File: src/rtl/fhp_pkg.sv
// ----------------------------------------------------------------------------
// fhp_pkg
// Shared types and constants for the framed response handshake parser.
// ----------------------------------------------------------------------------
package fhp_pkg;

  localparam int DEF_WINDOW_DEPTH = 64;
  localparam int DEF_MAX_PAYLOAD  = 55;

  // frame layout: sync[0..3] seq[4] type[5] len_lo[6] len_hi[7] payload checksum
  localparam int HDR_LEN     = 8;
  localparam int FRAME_EXTRA = 9;
  localparam int SYNC_LEN    = 4;
  localparam int POS_SEQ     = 4;
  localparam int POS_TYPE    = 5;
  localparam int POS_LEN_LO  = 6;
  localparam int POS_LEN_HI  = 7;

  localparam logic [1:0] MODE_BYTE     = 2'd0;
  localparam logic [1:0] MODE_START    = 2'd1;
  localparam logic [1:0] MODE_CFG_SENT = 2'd2;
  localparam logic [1:0] MODE_NONE     = 2'd3;

  localparam logic [1:0] REG_SYNC_WORD   = 2'd0;
  localparam logic [1:0] REG_FIRST_TYPE  = 2'd1;
  localparam logic [1:0] REG_SECOND_TYPE = 2'd2;

  typedef enum logic [2:0] {
    PH_IDLE     = 3'd0,
    PH_AWAIT1   = 3'd1,
    PH_SEND_CFG = 3'd2,
    PH_AWAIT2   = 3'd3,
    PH_DONE     = 3'd4,
    PH_FAILED   = 3'd5
  } phase_t;

  typedef enum logic [3:0] {
    S_IDLE,
    S_SCAN,
    S_FRD,
    S_FCMP,
    S_TCHK,
    S_TRD,
    S_TCMP,
    S_HDR,
    S_H6,
    S_H7,
    S_LEN,
    S_SUM,
    S_DONE
  } scan_state_t;

  typedef struct packed {
    logic [2:0]  handshake_state;
    logic        response_accepted;
    logic [31:0] noise_count;
    logic [31:0] malformed_count;
    logic [31:0] unrelated_count;
    logic [31:0] accepted_count;
  } result_t;

endpackage

File: src/rtl/framed_response_handshake_parser.sv
// ----------------------------------------------------------------------------
// framed_response_handshake_parser
// Deframes handshake responses from a received byte stream.
// ----------------------------------------------------------------------------
// Requests on the input channel carry mode and rx_byte: a received byte, a
// start-handshake event or a configuration-sent event. Every request gives
// exactly one result on the output channel: the handshake state after the
// request, a response-accepted flag and the four wrapping statistics.
// Received bytes go into a circular byte window held in one synchronous RAM;
// while a response is awaited a sequencer scans the window through its single
// read port. Events, and bytes while no response is awaited, go from accept
// straight to the result state. A scanned byte runs the sync search byte by
// byte, the header reads and the checksum over the frame; every rejected frame
// slides one byte and restarts the search.
// One request is worked on at a time; the result sits in an output register,
// so the next request is taken while a stalled result waits. A further
// result waits in the sequencer until the output register frees up.
// Reset clears the phase, counters, window fill and config registers; no RAM clear.
// ----------------------------------------------------------------------------
module framed_response_handshake_parser #(
  parameter int WINDOW_DEPTH = fhp_pkg::DEF_WINDOW_DEPTH,
  parameter int MAX_PAYLOAD  = fhp_pkg::DEF_MAX_PAYLOAD
) (
  input  logic        clk,
  input  logic        rst,
  input  logic        in_valid,
  output logic        in_stall,
  input  logic [1:0]  mode,
  input  logic [7:0]  rx_byte,
  output logic        out_valid,
  input  logic        out_stall,
  output logic [2:0]  handshake_state,
  output logic        response_accepted,
  output logic [31:0] noise_count,
  output logic [31:0] malformed_count,
  output logic [31:0] unrelated_count,
  output logic [31:0] accepted_count,
  input  logic        cfg_we,
  input  logic [1:0]  cfg_index,
  input  logic [31:0] cfg_data
);

  localparam int AW = $clog2(WINDOW_DEPTH);

  logic [31:0]      sync_word;
  logic [7:0]       first_type;
  logic [7:0]       second_type;
  logic             mem_we;
  logic [AW-1:0]    mem_waddr;
  logic [7:0]       mem_wdata;
  logic [AW-1:0]    mem_raddr;
  logic [7:0]       mem_rdata;
  logic             res_ready;
  logic             res_valid;
  fhp_pkg::result_t res;
  fhp_pkg::result_t out_res;

  always_ff @(posedge clk) begin
    if (rst) begin
      sync_word   <= '0;
      first_type  <= '0;
      second_type <= '0;
    end else if (cfg_we) begin
      priority case (cfg_index)
        fhp_pkg::REG_SYNC_WORD:   sync_word   <= cfg_data;
        fhp_pkg::REG_FIRST_TYPE:  first_type  <= cfg_data[7:0];
        fhp_pkg::REG_SECOND_TYPE: second_type <= cfg_data[7:0];
        default: begin
        end
      endcase
    end
  end

  assign res_ready = !out_valid || !out_stall;

  always_ff @(posedge clk) begin
    if (rst) begin
      out_valid <= 1'b0;
    end else if (res_valid && res_ready) begin
      out_valid <= 1'b1;
    end else if (!out_stall) begin
      out_valid <= 1'b0;
    end
  end

  always_ff @(posedge clk) begin
    if (res_valid && res_ready) begin
      out_res <= res;
    end
  end

  assign handshake_state   = out_res.handshake_state;
  assign response_accepted = out_res.response_accepted;
  assign noise_count       = out_res.noise_count;
  assign malformed_count   = out_res.malformed_count;
  assign unrelated_count   = out_res.unrelated_count;
  assign accepted_count    = out_res.accepted_count;

  fhp_window_mem #(
    .DEPTH (WINDOW_DEPTH),
    .AW    (AW)
  ) u_mem (
    .clk   (clk),
    .we    (mem_we),
    .waddr (mem_waddr),
    .wdata (mem_wdata),
    .raddr (mem_raddr),
    .rdata (mem_rdata)
  );

  fhp_scan_ctrl #(
    .DEPTH       (WINDOW_DEPTH),
    .MAX_PAYLOAD (MAX_PAYLOAD),
    .AW          (AW)
  ) u_scan (
    .clk         (clk),
    .rst         (rst),
    .in_valid    (in_valid),
    .in_stall    (in_stall),
    .mode        (mode),
    .rx_byte     (rx_byte),
    .sync_word   (sync_word),
    .first_type  (first_type),
    .second_type (second_type),
    .mem_we      (mem_we),
    .mem_waddr   (mem_waddr),
    .mem_wdata   (mem_wdata),
    .mem_raddr   (mem_raddr),
    .mem_rdata   (mem_rdata),
    .res_ready   (res_ready),
    .res_valid   (res_valid),
    .res         (res)
  );

endmodule

File: src/rtl/fhp_window_mem.sv
// ----------------------------------------------------------------------------
// fhp_window_mem
// Byte window storage: one write port, one registered read port.
// ----------------------------------------------------------------------------
module fhp_window_mem #(
  parameter int DEPTH = fhp_pkg::DEF_WINDOW_DEPTH,
  parameter int AW    = $clog2(DEPTH)
) (
  input  logic          clk,
  input  logic          we,
  input  logic [AW-1:0] waddr,
  input  logic [7:0]    wdata,
  input  logic [AW-1:0] raddr,
  output logic [7:0]    rdata
);

  logic [7:0] mem [DEPTH];

  always_ff @(posedge clk) begin
    if (we) begin
      mem[waddr] <= wdata;
    end
    rdata <= mem[raddr];
  end

endmodule

File: src/rtl/fhp_scan_ctrl.sv
// ----------------------------------------------------------------------------
// fhp_scan_ctrl
// Handshake phase, statistics and the sequencer that scans the byte window.
// ----------------------------------------------------------------------------
module fhp_scan_ctrl #(
  parameter int DEPTH       = fhp_pkg::DEF_WINDOW_DEPTH,
  parameter int MAX_PAYLOAD = fhp_pkg::DEF_MAX_PAYLOAD,
  parameter int AW          = $clog2(DEPTH)
) (
  input  logic             clk,
  input  logic             rst,
  input  logic             in_valid,
  output logic             in_stall,
  input  logic [1:0]       mode,
  input  logic [7:0]       rx_byte,
  input  logic [31:0]      sync_word,
  input  logic [7:0]       first_type,
  input  logic [7:0]       second_type,
  output logic             mem_we,
  output logic [AW-1:0]    mem_waddr,
  output logic [7:0]       mem_wdata,
  output logic [AW-1:0]    mem_raddr,
  input  logic [7:0]       mem_rdata,
  input  logic             res_ready,
  output logic             res_valid,
  output fhp_pkg::result_t res
);

  localparam int FW = $clog2(DEPTH + 1);
  localparam int SW = AW + 2;

  fhp_pkg::scan_state_t st, st_next;
  fhp_pkg::phase_t      phase, phase_next;
  logic [AW-1:0] head, head_next;
  logic [FW-1:0] fill, fill_next;
  logic [31:0]   noise, noise_next;
  logic [31:0]   malformed, malformed_next;
  logic [31:0]   unrelated, unrelated_next;
  logic [31:0]   accepted, accepted_next;
  logic [FW-1:0] pos, pos_next;
  logic [1:0]    k, k_next;
  logic [1:0]    keep, keep_next;
  logic [7:0]    kind, kind_next;
  logic [7:0]    len_lo, len_lo_next;
  logic [FW-1:0] total, total_next;
  logic [FW-1:0] idx, idx_next;
  logic [7:0]    sum, sum_next;
  logic          hit, hit_next;
  logic [FW-1:0] rd_off;
  logic [15:0]   len;
  logic [16:0]   tot;
  logic [7:0]    want;

  // window offset to physical address
  function automatic logic [AW-1:0] phys(input logic [AW-1:0] base, input logic [FW-1:0] off);
    logic [SW-1:0] s;
    s = SW'(base) + SW'(off);
    if (s >= SW'(DEPTH)) begin
      s = s - SW'(DEPTH);
    end
    return s[AW-1:0];
  endfunction

  function automatic logic [7:0] sync_byte(input logic [31:0] w, input logic [1:0] n);
    return w[{n, 3'b000} +: 8];
  endfunction

  assign mem_raddr = phys(head, rd_off);
  assign len       = {mem_rdata, len_lo};
  assign tot       = 17'(len) + 17'(fhp_pkg::FRAME_EXTRA);
  assign want      = (phase == fhp_pkg::PH_AWAIT1) ? first_type : second_type;

  always_ff @(posedge clk) begin
    if (rst) begin
      st        <= fhp_pkg::S_IDLE;
      phase     <= fhp_pkg::PH_IDLE;
      fill      <= '0;
      head      <= '0;
      noise     <= '0;
      malformed <= '0;
      unrelated <= '0;
      accepted  <= '0;
      hit       <= 1'b0;
    end else begin
      st        <= st_next;
      phase     <= phase_next;
      fill      <= fill_next;
      head      <= head_next;
      noise     <= noise_next;
      malformed <= malformed_next;
      unrelated <= unrelated_next;
      accepted  <= accepted_next;
      hit       <= hit_next;
    end
  end

  always_ff @(posedge clk) begin
    pos    <= pos_next;
    k      <= k_next;
    keep   <= keep_next;
    kind   <= kind_next;
    len_lo <= len_lo_next;
    total  <= total_next;
    idx    <= idx_next;
    sum    <= sum_next;
  end

  always_comb begin
    st_next        = st;
    phase_next     = phase;
    head_next      = head;
    fill_next      = fill;
    noise_next     = noise;
    malformed_next = malformed;
    unrelated_next = unrelated;
    accepted_next  = accepted;
    hit_next       = hit;
    pos_next       = pos;
    k_next         = k;
    keep_next      = keep;
    kind_next      = kind;
    len_lo_next    = len_lo;
    total_next     = total;
    idx_next       = idx;
    sum_next       = sum;
    rd_off         = '0;
    mem_we         = 1'b0;
    mem_waddr      = phys(head, fill);
    mem_wdata      = rx_byte;
    in_stall       = 1'b1;
    res_valid      = 1'b0;

    unique case (st)
      fhp_pkg::S_IDLE: begin
        in_stall = 1'b0;
        if (in_valid) begin
          hit_next = 1'b0;
          st_next  = fhp_pkg::S_DONE;
          priority case (mode)
            fhp_pkg::MODE_BYTE: begin
              mem_we = 1'b1;
              if (fill == FW'(DEPTH)) begin
                // full window: oldest byte goes out as noise
                noise_next = noise + 32'd1;
                mem_waddr  = head;
                head_next  = phys(head, FW'(1));
              end else begin
                fill_next = fill + FW'(1);
              end
              if (phase == fhp_pkg::PH_AWAIT1 || phase == fhp_pkg::PH_AWAIT2) begin
                st_next = fhp_pkg::S_SCAN;
              end
            end
            fhp_pkg::MODE_START: begin
              phase_next = (phase == fhp_pkg::PH_IDLE) ? fhp_pkg::PH_AWAIT1
                                                       : fhp_pkg::PH_FAILED;
            end
            fhp_pkg::MODE_CFG_SENT: begin
              if (phase == fhp_pkg::PH_SEND_CFG) begin
                fill_next  = '0;
                phase_next = fhp_pkg::PH_AWAIT2;
              end else begin
                phase_next = fhp_pkg::PH_FAILED;
              end
            end
            default: begin
            end
          endcase
        end
      end

      fhp_pkg::S_SCAN: begin
        if (fill == '0) begin
          st_next = fhp_pkg::S_DONE;
        end else if (fill < FW'(fhp_pkg::SYNC_LEN)) begin
          keep_next = fill[1:0];
          st_next   = fhp_pkg::S_TCHK;
        end else begin
          pos_next = '0;
          k_next   = '0;
          st_next  = fhp_pkg::S_FRD;
        end
      end

      fhp_pkg::S_FRD: begin
        rd_off  = pos + FW'(k);
        st_next = fhp_pkg::S_FCMP;
      end

      fhp_pkg::S_FCMP: begin
        if (mem_rdata == sync_byte(sync_word, k)) begin
          if (k == 2'd3) begin
            noise_next = noise + 32'(pos);
            head_next  = phys(head, pos);
            fill_next  = fill - pos;
            st_next    = fhp_pkg::S_HDR;
          end else begin
            k_next  = k + 2'd1;
            st_next = fhp_pkg::S_FRD;
          end
        end else if ((FW + 1)'(pos) + (FW + 1)'(fhp_pkg::SYNC_LEN + 1) <= (FW + 1)'(fill)) begin
          pos_next = pos + FW'(1);
          k_next   = '0;
          st_next  = fhp_pkg::S_FRD;
        end else begin
          keep_next = 2'd3;
          st_next   = fhp_pkg::S_TCHK;
        end
      end

      // keep the longest tail that could still start a sync word
      fhp_pkg::S_TCHK: begin
        if (keep == '0) begin
          noise_next = noise + 32'(fill);
          fill_next  = '0;
          st_next    = fhp_pkg::S_DONE;
        end else begin
          k_next  = '0;
          st_next = fhp_pkg::S_TRD;
        end
      end

      fhp_pkg::S_TRD: begin
        rd_off  = fill - FW'(keep) + FW'(k);
        st_next = fhp_pkg::S_TCMP;
      end

      fhp_pkg::S_TCMP: begin
        if (mem_rdata != sync_byte(sync_word, k)) begin
          keep_next = keep - 2'd1;
          st_next   = fhp_pkg::S_TCHK;
        end else if (k == keep - 2'd1) begin
          noise_next = noise + 32'(fill - FW'(keep));
          head_next  = phys(head, fill - FW'(keep));
          fill_next  = FW'(keep);
          st_next    = fhp_pkg::S_DONE;
        end else begin
          k_next  = k + 2'd1;
          st_next = fhp_pkg::S_TRD;
        end
      end

      fhp_pkg::S_HDR: begin
        rd_off = FW'(fhp_pkg::POS_TYPE);
        if (fill < FW'(fhp_pkg::HDR_LEN)) begin
          st_next = fhp_pkg::S_DONE;
        end else begin
          st_next = fhp_pkg::S_H6;
        end
      end

      fhp_pkg::S_H6: begin
        kind_next = mem_rdata;
        rd_off    = FW'(fhp_pkg::POS_LEN_LO);
        st_next   = fhp_pkg::S_H7;
      end

      fhp_pkg::S_H7: begin
        len_lo_next = mem_rdata;
        rd_off      = FW'(fhp_pkg::POS_LEN_HI);
        st_next     = fhp_pkg::S_LEN;
      end

      fhp_pkg::S_LEN: begin
        rd_off = FW'(fhp_pkg::POS_SEQ);
        if (len > 16'(MAX_PAYLOAD)) begin
          malformed_next = malformed + 32'd1;
          head_next      = phys(head, FW'(1));
          fill_next      = fill - FW'(1);
          st_next        = fhp_pkg::S_SCAN;
        end else if (17'(fill) < tot) begin
          st_next = fhp_pkg::S_DONE;
        end else begin
          total_next = tot[FW-1:0];
          sum_next   = '0;
          idx_next   = FW'(fhp_pkg::POS_SEQ);
          st_next    = fhp_pkg::S_SUM;
        end
      end

      // one byte per cycle; the byte at total-1 is the checksum
      fhp_pkg::S_SUM: begin
        rd_off = idx + FW'(1);
        if (idx == total - FW'(1)) begin
          if (sum != mem_rdata) begin
            malformed_next = malformed + 32'd1;
            head_next      = phys(head, FW'(1));
            fill_next      = fill - FW'(1);
            st_next        = fhp_pkg::S_SCAN;
          end else begin
            head_next = phys(head, total);
            fill_next = fill - total;
            if (kind != want) begin
              unrelated_next = unrelated + 32'd1;
              st_next        = fhp_pkg::S_SCAN;
            end else begin
              accepted_next = accepted + 32'd1;
              hit_next      = 1'b1;
              phase_next    = (phase == fhp_pkg::PH_AWAIT1) ? fhp_pkg::PH_SEND_CFG
                                                            : fhp_pkg::PH_DONE;
              st_next       = fhp_pkg::S_DONE;
            end
          end
        end else begin
          sum_next = sum ^ mem_rdata;
          idx_next = idx + FW'(1);
        end
      end

      fhp_pkg::S_DONE: begin
        res_valid = 1'b1;
        if (res_ready) begin
          st_next = fhp_pkg::S_IDLE;
        end
      end

      default: begin
        st_next = fhp_pkg::S_IDLE;
      end
    endcase
  end

  always_comb begin
    res.handshake_state   = phase;
    res.response_accepted = hit;
    res.noise_count       = noise;
    res.malformed_count   = malformed;
    res.unrelated_count   = unrelated;
    res.accepted_count    = accepted;
  end

endmodule

File: config.mk
export PLATFORM = sky130hd
export DESIGN_NAME = framed_response_handshake_parser
export DESIGN_NICKNAME = d
export VERILOG_FILES = /design/src/rtl/fhp_pkg.sv /design/src/rtl/framed_response_handshake_parser.sv /design/src/rtl/fhp_window_mem.sv /design/src/rtl/fhp_scan_ctrl.sv
export SDC_FILE = /design/constraint.sdc
export NUM_CORES = 1
export LEC_CHECK = 0
export BUFFER_PORTS_ARGS = -buffer_cell sky130_fd_sc_hd__buf_2
export CORE_MARGIN = 4
export CORE_UTILIZATION = 48
export CTS_CLUSTER_SIZE = 14
export DETAILED_ROUTE_END_ITERATION = 8
export GPL_TIMING_DRIVEN = 1
export PLACE_DENSITY_LB_ADDON = 0.05
export SKIP_CTS_REPAIR_TIMING = 1
export SYNTH_ARGS = -nofsm -noshare
export SYNTH_HDL_FRONTEND = slang
export SYNTH_SLANG_ARGS = --single-unit
File: constraint.sdc
create_clock -name clk -period 8.8 [get_ports clk]
set_clock_uncertainty 0.1 [all_clocks]
set_input_delay 0.88 -clock clk [delete_from_list [all_inputs] [get_ports clk]]
set_output_delay 0.88 -clock clk [all_outputs]
set_load 0.1 [all_outputs]
# --- Word-level counts from Yosys, hierarchy flattened ---
# Memories as Yosys holds them, arrays and structs flattened. A register that Yosys moved wholly into a read port is not among the register bits.
# Index checks and enable logic that the tools add are counted.
word_totals:
  mem_bits_rw: 512
  memories: 1
  output_inout_bits: 134
  in_bits: 49
  word_cells: 294
  reg_bits: 379
mem_list:
  columns: ["name", "words", "width", "rd", "rd_clocked_by_memory_dff", "wr", "line", "rtl"]
  rows:
  - ["u_mem.mem", 64, 8, 1, 1, 1, "fhp_window_mem.sv:17", "logic [7:0] mem [DEPTH];"]
classes:
  reduce_logical: 36
  mux: 119
  n_lt_le_gt_ge: 11
  addsub: 34
  bitwise: 5
  shift: 1
  eq_ne: 60
ops:
  columns: ["cell", "count"]
  rows:
  - ["32-bit two-way mux", 11]
  - ["32-bit by 1-bit adder with 32-bit output (second input constant)", 4]
  - ["32-bit one-hot mux with 4 select lines", 1]
  - ["7-bit two-way mux", 18]
  - ["6-bit two-way mux", 20]
  - ["32-bit by 7-bit adder with 32-bit output", 2]
  - ["32-bit one-hot mux with 2 select lines", 1]
  - ["4-bit two-way mux", 13]
  - ["4-bit one-hot mux with 13 select lines", 1]
  - ["7-bit one-hot mux with 7 select lines", 1]
  - ["7-bit one-hot mux with 2 select lines", 3]
  - ["7-bit one-hot mux with 6 select lines", 1]
  - ["6-bit by 7-bit adder with 8-bit output", 5]
  - ["8-bit by 7-bit >= comparator with 1-bit output (second input constant)", 5]
  - ["3-bit two-way mux", 12]
  - ["6-bit by 1-bit subtractor with 6-bit output (second input constant)", 6]
  - ["32-bit adder", 1]
  - ["8-bit two-way mux", 4]
  - ["32-bit by 6-bit indexed part select with 8-bit output", 1]
  - ["2-bit != test (second input constant)", 15]
  - ["6-bit one-hot mux with 5 select lines", 1]
  - ["2-bit two-way mux", 13]
  - ["2-bit by 1-bit != test with 1-bit output (second input constant)", 12]
  - ["8-bit != test", 3]
  - ["other kinds (61)", 112]

# --- Depth between registers and ports, before layout ---
depth:
  ltp_word: 7
  ltp_mapped: 19
  ltp_nobuf: 18

# --- Modules after synthesis ---
# From an unflattened synthesis, not the netlist that was laid out.
unflattened:
  cells_unflattened: 3019
  area_unflattened_um2: 40425.0
by_module_without_submodules:
  columns: ["mod", "cells_per_inst", "area_per_inst_um2", "seq_area_each_um2", "instances"]
  rows:
  - ["fhp_window_mem", 972, 20190.6, 15534.9, 1]
  - ["fhp_scan_ctrl", 1716, 14146.1, 4454.3, 1]
  - ["framed_response_handshake_parser", 331, 6088.3, 4944.7, 1]

# --- Worst setup path before layout ---
# No wires, ideal clock.
synth_timing:
  path_type: "register -> register"
  start: "register u_scan.st[2]"
  end: "register out_res, in the netlist accepted_count[0] (enable)"
  slack_ns: 0.518
  n_path_buf: 2
  synth_period_minus_slack_ns: 8.282
  setup_ns: 0.666
  required_ns: 8.034
  stages_incl_launch_ff: 5
  arrival_time_ns: 7.516
  path_cell_list: "dfxtp_1 -> clkbuf_1 -> buf_1 -> nand4_1 -> a21oi_1"
synth_between:
  elab_chain_cells: 3
synth_lines:
  columns: ["element", "line", "rtl"]
  rows:
  - ["start, declared", "fhp_scan_ctrl.sv:32", "fhp_pkg::scan_state_t st, st_next;"]
  - ["start signal, assigned", "fhp_scan_ctrl.sv:75", "st <= fhp_pkg::S_IDLE;"]
  - ["start signal, assigned", "fhp_scan_ctrl.sv:85", "st <= st_next;"]
  - ["4-bit equality test", "fhp_scan_ctrl.sv:133", "unique case (st)"]
  - ["1-bit two-way mux", "fhp_scan_ctrl.sv:133", null]
  - ["1-bit logical AND", "framed_response_handshake_parser.sv:87", "if (res_valid && res_ready) begin"]
  - ["end signal, assigned", "framed_response_handshake_parser.sv:88", "out_res <= res;"]
  - ["end, declared", "framed_response_handshake_parser.sv:56", "fhp_pkg::result_t out_res;"]
# No other way between the ends.
# A chain may end at the register's enable or synchronous reset.

# --- Worst setup path after layout ---
layout_timing:
  start: "register u_scan.st[2]"
  end: "register u_mem.rdata[3], read port of u_mem.mem"
layout_between:
  elab_chain_cells: 5
  elab_cells_between_ends: 12
  cone_classes: "add/sub: 2; order compare: 1; eq/ne: 7; mux: 2"
layout_lines:
  columns: ["element", "line", "rtl"]
  rows:
  - ["4-bit equality test (tied with other cells)", "fhp_scan_ctrl.sv:133", null]
  - ["7-bit one-hot mux with 7 select lines (*)", "fhp_scan_ctrl.sv:133", null]
  - ["6-bit by 7-bit adder with 8-bit output (*)", "fhp_scan_ctrl.sv:57", "s = SW'(base) + SW'(off);"]
  - ["8-bit by 7-bit >= comparator with 1-bit output or 6-bit by 1-bit subtractor with 6-bit output (tied branches)", "fhp_scan_ctrl.sv:58, fhp_scan_ctrl.sv:59", null]
  - ["6-bit two-way mux (*)", "fhp_scan_ctrl.sv:58", "if (s >= SW'(DEPTH)) begin"]
  - ["end, declared", "fhp_window_mem.sv:14", "output logic [7:0] rdata"]
# Every way passes the cells marked *; elsewhere a longest branch is shown, timed or not.

==> results.json <==
{
  "cts_made_buffers": 94,
  "run_status": "finished clean",
  "grt_util_all_layers_pct": 21.5,
  "initial_core_util_pct": 48.6,
  "tritoncts_clock_tree": "done",
  "global_route.overflow_total": 0,
  "timing.fmax_mhz": 149,
  "critPathRequiredTime_ns": 9.21,
  "setup_repair_after_global_routing_missed_its_margin": "no",
  "critPathSlowestCell": "sky130_fd_sc_hd__fa_4",
  "first_pass_iters": 7,
  "synthSimpleGateAreaFrac_pct": 9.83,
  "synth_area_per_cell_um2": 13.6,
  "power.density_cell_area_nw_per_um2": 258,
  "crit_path_start_kind": "flop",
  "grtUsageMet1_pct": 28.4,
  "timing.max_slew.rel_slack_pct": 14.8,
  "period_needed_ns": 6.72,
  "max_slew.worst_pin.slew_ns": 1.27,
  "setup_viol": 0,
  "post_synth_inst_count": 2942,
  "finalNetCount": 3273,
  "synth.most_common_cell": "sky130_fd_sc_hd__edfxtp_1",
  "main_combinational_cell_family_by_area_after_synthesis": "multiplexers",
  "coreArea_um2": 82500,
  "gr-max-usage-layer": "met2",
  "io_buffer_count": 182,
  "hold_path_class": "reg -> reg",
  "final_total_power_mw": 11.7,
  "peak_vdd_ir_mv": 0.184,
  "clock_tree.root_cell": "sky130_fd_sc_hd__clkbuf_16",
  "die-area_um2": 88200,
  "vias": 24900,
  "setup_total_negative_slack_ns": 0,
  "place.detailed.instances": 4096,
  "number_of_synthesized_register_bits": 899,
  "worstSetupEndpointType": "flop",
  "ys.warnings.count": 0,
  "critPathKind": "reg -> reg",
  "min_period_over_period_pct": 76.3,
  "die_height_um": 297,
  "synth_top_area_share_pct": 51.9,
  "post-dp-hpwl_um": 63400,
  "synth_mux_area_share_pct": 11.2,
  "drive_gt1_share_pct": 17.9,
  "synth_compound_gate_area_share_pct": 7.99,
  "cts_max_level": 3,
  "critPathBufInv": 1,
  "horiz_die_dim_um": 297,
  "drc_errors": 0,
  "syn_area_um2": 40100,
  "crit_path_max_fanout": 71,
  "critical_path.max_stage_delay_ns": 1.61,
  "detail_route.iter0.violations": 2099,
  "layout-area-overhead-vs-synth_pct": 13.4,
  "critPathArrivalTime_ns": 7.12,
  "grt_antenna_before_repair": 0,
  "met2_track_utilization_from_global_routing_pct": 37.2,
  "synth_fp_nets": 3093,
  "synth_ff_type": "sky130_fd_sc_hd__edfxtp_1",
  "routed_wirelength_normalized_by_instance_count_um": 22.6,
  "finalInstanceArea_um2": 45500,
  "globalRouteMet3Util_pct": 3.01,
  "grt_start_max_net_pins": 77,
  "clk_pin_slew_ns": 0.06,
  "synth_edf_count": 693,
  "synth.lib_cells_used.distinct": 83,
  "gpl.final_weighted_congestion": 0.897,
  "antenna_cells_inserted": 0,
  "finalHoldViolations": 0,
  "detail-route-antenna-nets": 0,
  "route.detailed.vias_per_inst": 5.84,
  "seq_area_frac_synth_pct": 62.2,
  "leakagePower_nw": 15.5,
  "std_cell_rows": 105,
  "ys_top_cells_by_count": "693 x sky130_fd_sc_hd__edfxtp_1, 237 x sky130_fd_sc_hd__nor2_1, 225 x sky130_fd_sc_hd__nand2_1",
  "worstPathCellList": "nor4bb_2 > a21oi_1 > ha_1 > fa_1 > a32oi_1 > o21ai_0 > fa_4 > buf_12 > mux4_2 > mux4_2 > mux2i_1 > mux2i_1",
  "report.final.slew_viol_count": 0,
  "critPathTopFamily": "adder cells",
  "yosys-top-cells-area": "sky130_fd_sc_hd__edfxtp_1 52%, sky130_fd_sc_hd__dfxtp_1 10%, sky130_fd_sc_hd__mux4_2 9.4%, sky130_fd_sc_hd__ha_1 2.9%, sky130_fd_sc_hd__xnor2_1 2.3%",
  "post_synth_xor_area_fraction_pct": 3.33,
  "netlist.top_cell.by_area": "sky130_fd_sc_hd__edfxtp_1",
  "clkSinkCount": 899,
  "postPlaceCellArea_um2": 42200,
  "clock_tree.buffer_depth": 3,
  "first_global_vias": 24900,
  "post_layout_nonfiller_instances": 4272,
  "number_of_maximum_capacitance_violations": 0,
  "io_pins": 183,
  "asyncSetResetFlopFracSynth_pct": 0,
  "finalCoreUtilization_pct": 55.1,
  "routed_wirelength_um": 96600,
  "post_synth_fa_ha_maj_area_fraction_pct": 3.35,
  "wire_length_of_the_first_global_routing_pass_um": 148000,
  "worstSkewPairLatency_ns": 0.65
}
## metal layers
metal	routed length [um]	vias up
li1	-	11600
met1	40700	12400
met2	48400	710
met3	4920	158
met4	2680	0
met5	0	-
## power breakdown
part           switching (mW)  internal, mW  total, mW
sequential              0.193          4.74       4.93
clock                    1.66          2.45       4.11
combinational            1.64          1.04       2.67
## sequential cells by signal, summed over array words and instances (netlist names), 32 cells and up
name	count
u_scan.accepted	32
u_scan.malformed	32
accepted_count	32
noise_count	32
u_scan.unrelated	32
u_scan.noise	32
sync_word	32
unrelated_count	32
u_mem.mem	512
malformed_count	32
## layout make-up
type | instances | area (um^2)
tap | 1070 | 1340
inverter | 93 | 349
fill | 6771 | 37000
sequential | 899 | 24900
multi-input combinational | 1816 | 14400
timing repair buffer | 218 | 1200
clock buffer | 118 | 2560
clock inverter | 58 | 698
## stage by stage
stage	setup WS, ns	hold slack (ns)
2_1_floorplan	0.518	0.308
3_3_place_gp	2.20	0.323
3_5_place_dp	2.05	0.323
4_1_cts	2.09	0.337
5_1_grt	1.68	0.361
6_report	2.08	0.337
## final timing paths
check,from,to,slack [ns],depth (start not counted)
hold / removal,u_scan.hit$_SDFFE_PP0P_,response_accepted$_DFFE_PP_,0.34,0
setup / recovery,u_scan.st[2]$_SDFFE_PP0P_,u_mem.rdata[3]$_DFF_P_,2.08,12
setup reg to reg,u_scan.st[2]$_SDFFE_PP0P_,u_mem.rdata[3]$_DFF_P_,2.08,12
hold reg to reg,u_scan.hit$_SDFFE_PP0P_,response_accepted$_DFFE_PP_,0.34,0
## cell families (layout without fill, tap and decap cells)
kind of cell,count (synthesis),after routing
flops,899,899
buf+inv,227,487
mux,237,237
compound gates,508,508
simple gates,818,818
fa+ha+maj,102,102
xor+xnor,151,151
## placed cells by master (no fill, tap or decap), types with 9 or more instances in the layout
master	synthesis	routed
sky130_fd_sc_hd__mux2i_1	64	64
sky130_fd_sc_hd__dfxtp_1	206	206
sky130_fd_sc_hd__nand3_1	65	65
sky130_fd_sc_hd__nand2_1	225	225
sky130_fd_sc_hd__a211oi_1	20	20
sky130_fd_sc_hd__clkinv_1	2	10
sky130_fd_sc_hd__o211ai_1	14	14
sky130_fd_sc_hd__nor3_1	44	44
sky130_fd_sc_hd__and3_1	21	21
sky130_fd_sc_hd__a31oi_1	10	10
sky130_fd_sc_hd__edfxtp_1	693	693
sky130_fd_sc_hd__and2_1	19	19
sky130_fd_sc_hd__buf_4	0	35
sky130_fd_sc_hd__clkbuf_16	0	97
sky130_fd_sc_hd__a21o_1	35	35
sky130_fd_sc_hd__nor2_1	237	237
sky130_fd_sc_hd__nor2b_1	16	16
sky130_fd_sc_hd__inv_1	91	91
sky130_fd_sc_hd__mux4_2	168	168
sky130_fd_sc_hd__o21ai_0	102	101
sky130_fd_sc_hd__clkbuf_1	112	16
sky130_fd_sc_hd__xnor2_1	107	103
sky130_fd_sc_hd__a21oi_1	181	180
sky130_fd_sc_hd__bufinv_16	0	13
sky130_fd_sc_hd__clkinv_2	0	19
sky130_fd_sc_hd__nor4_1	15	14
sky130_fd_sc_hd__clkinvlp_4	0	9
sky130_fd_sc_hd__buf_2	3	181
sky130_fd_sc_hd__nand2b_1	14	14
sky130_fd_sc_hd__nand4_1	34	34
sky130_fd_sc_hd__xor2_1	43	43
sky130_fd_sc_hd__o21a_1	20	20
sky130_fd_sc_hd__or4_1	22	22
sky130_fd_sc_hd__or3_1	60	60
sky130_fd_sc_hd__o31ai_1	31	31
sky130_fd_sc_hd__o21bai_1	9	9
sky130_fd_sc_hd__ha_1	93	92
Note: power is estimated with default switching activity, not from simulation.
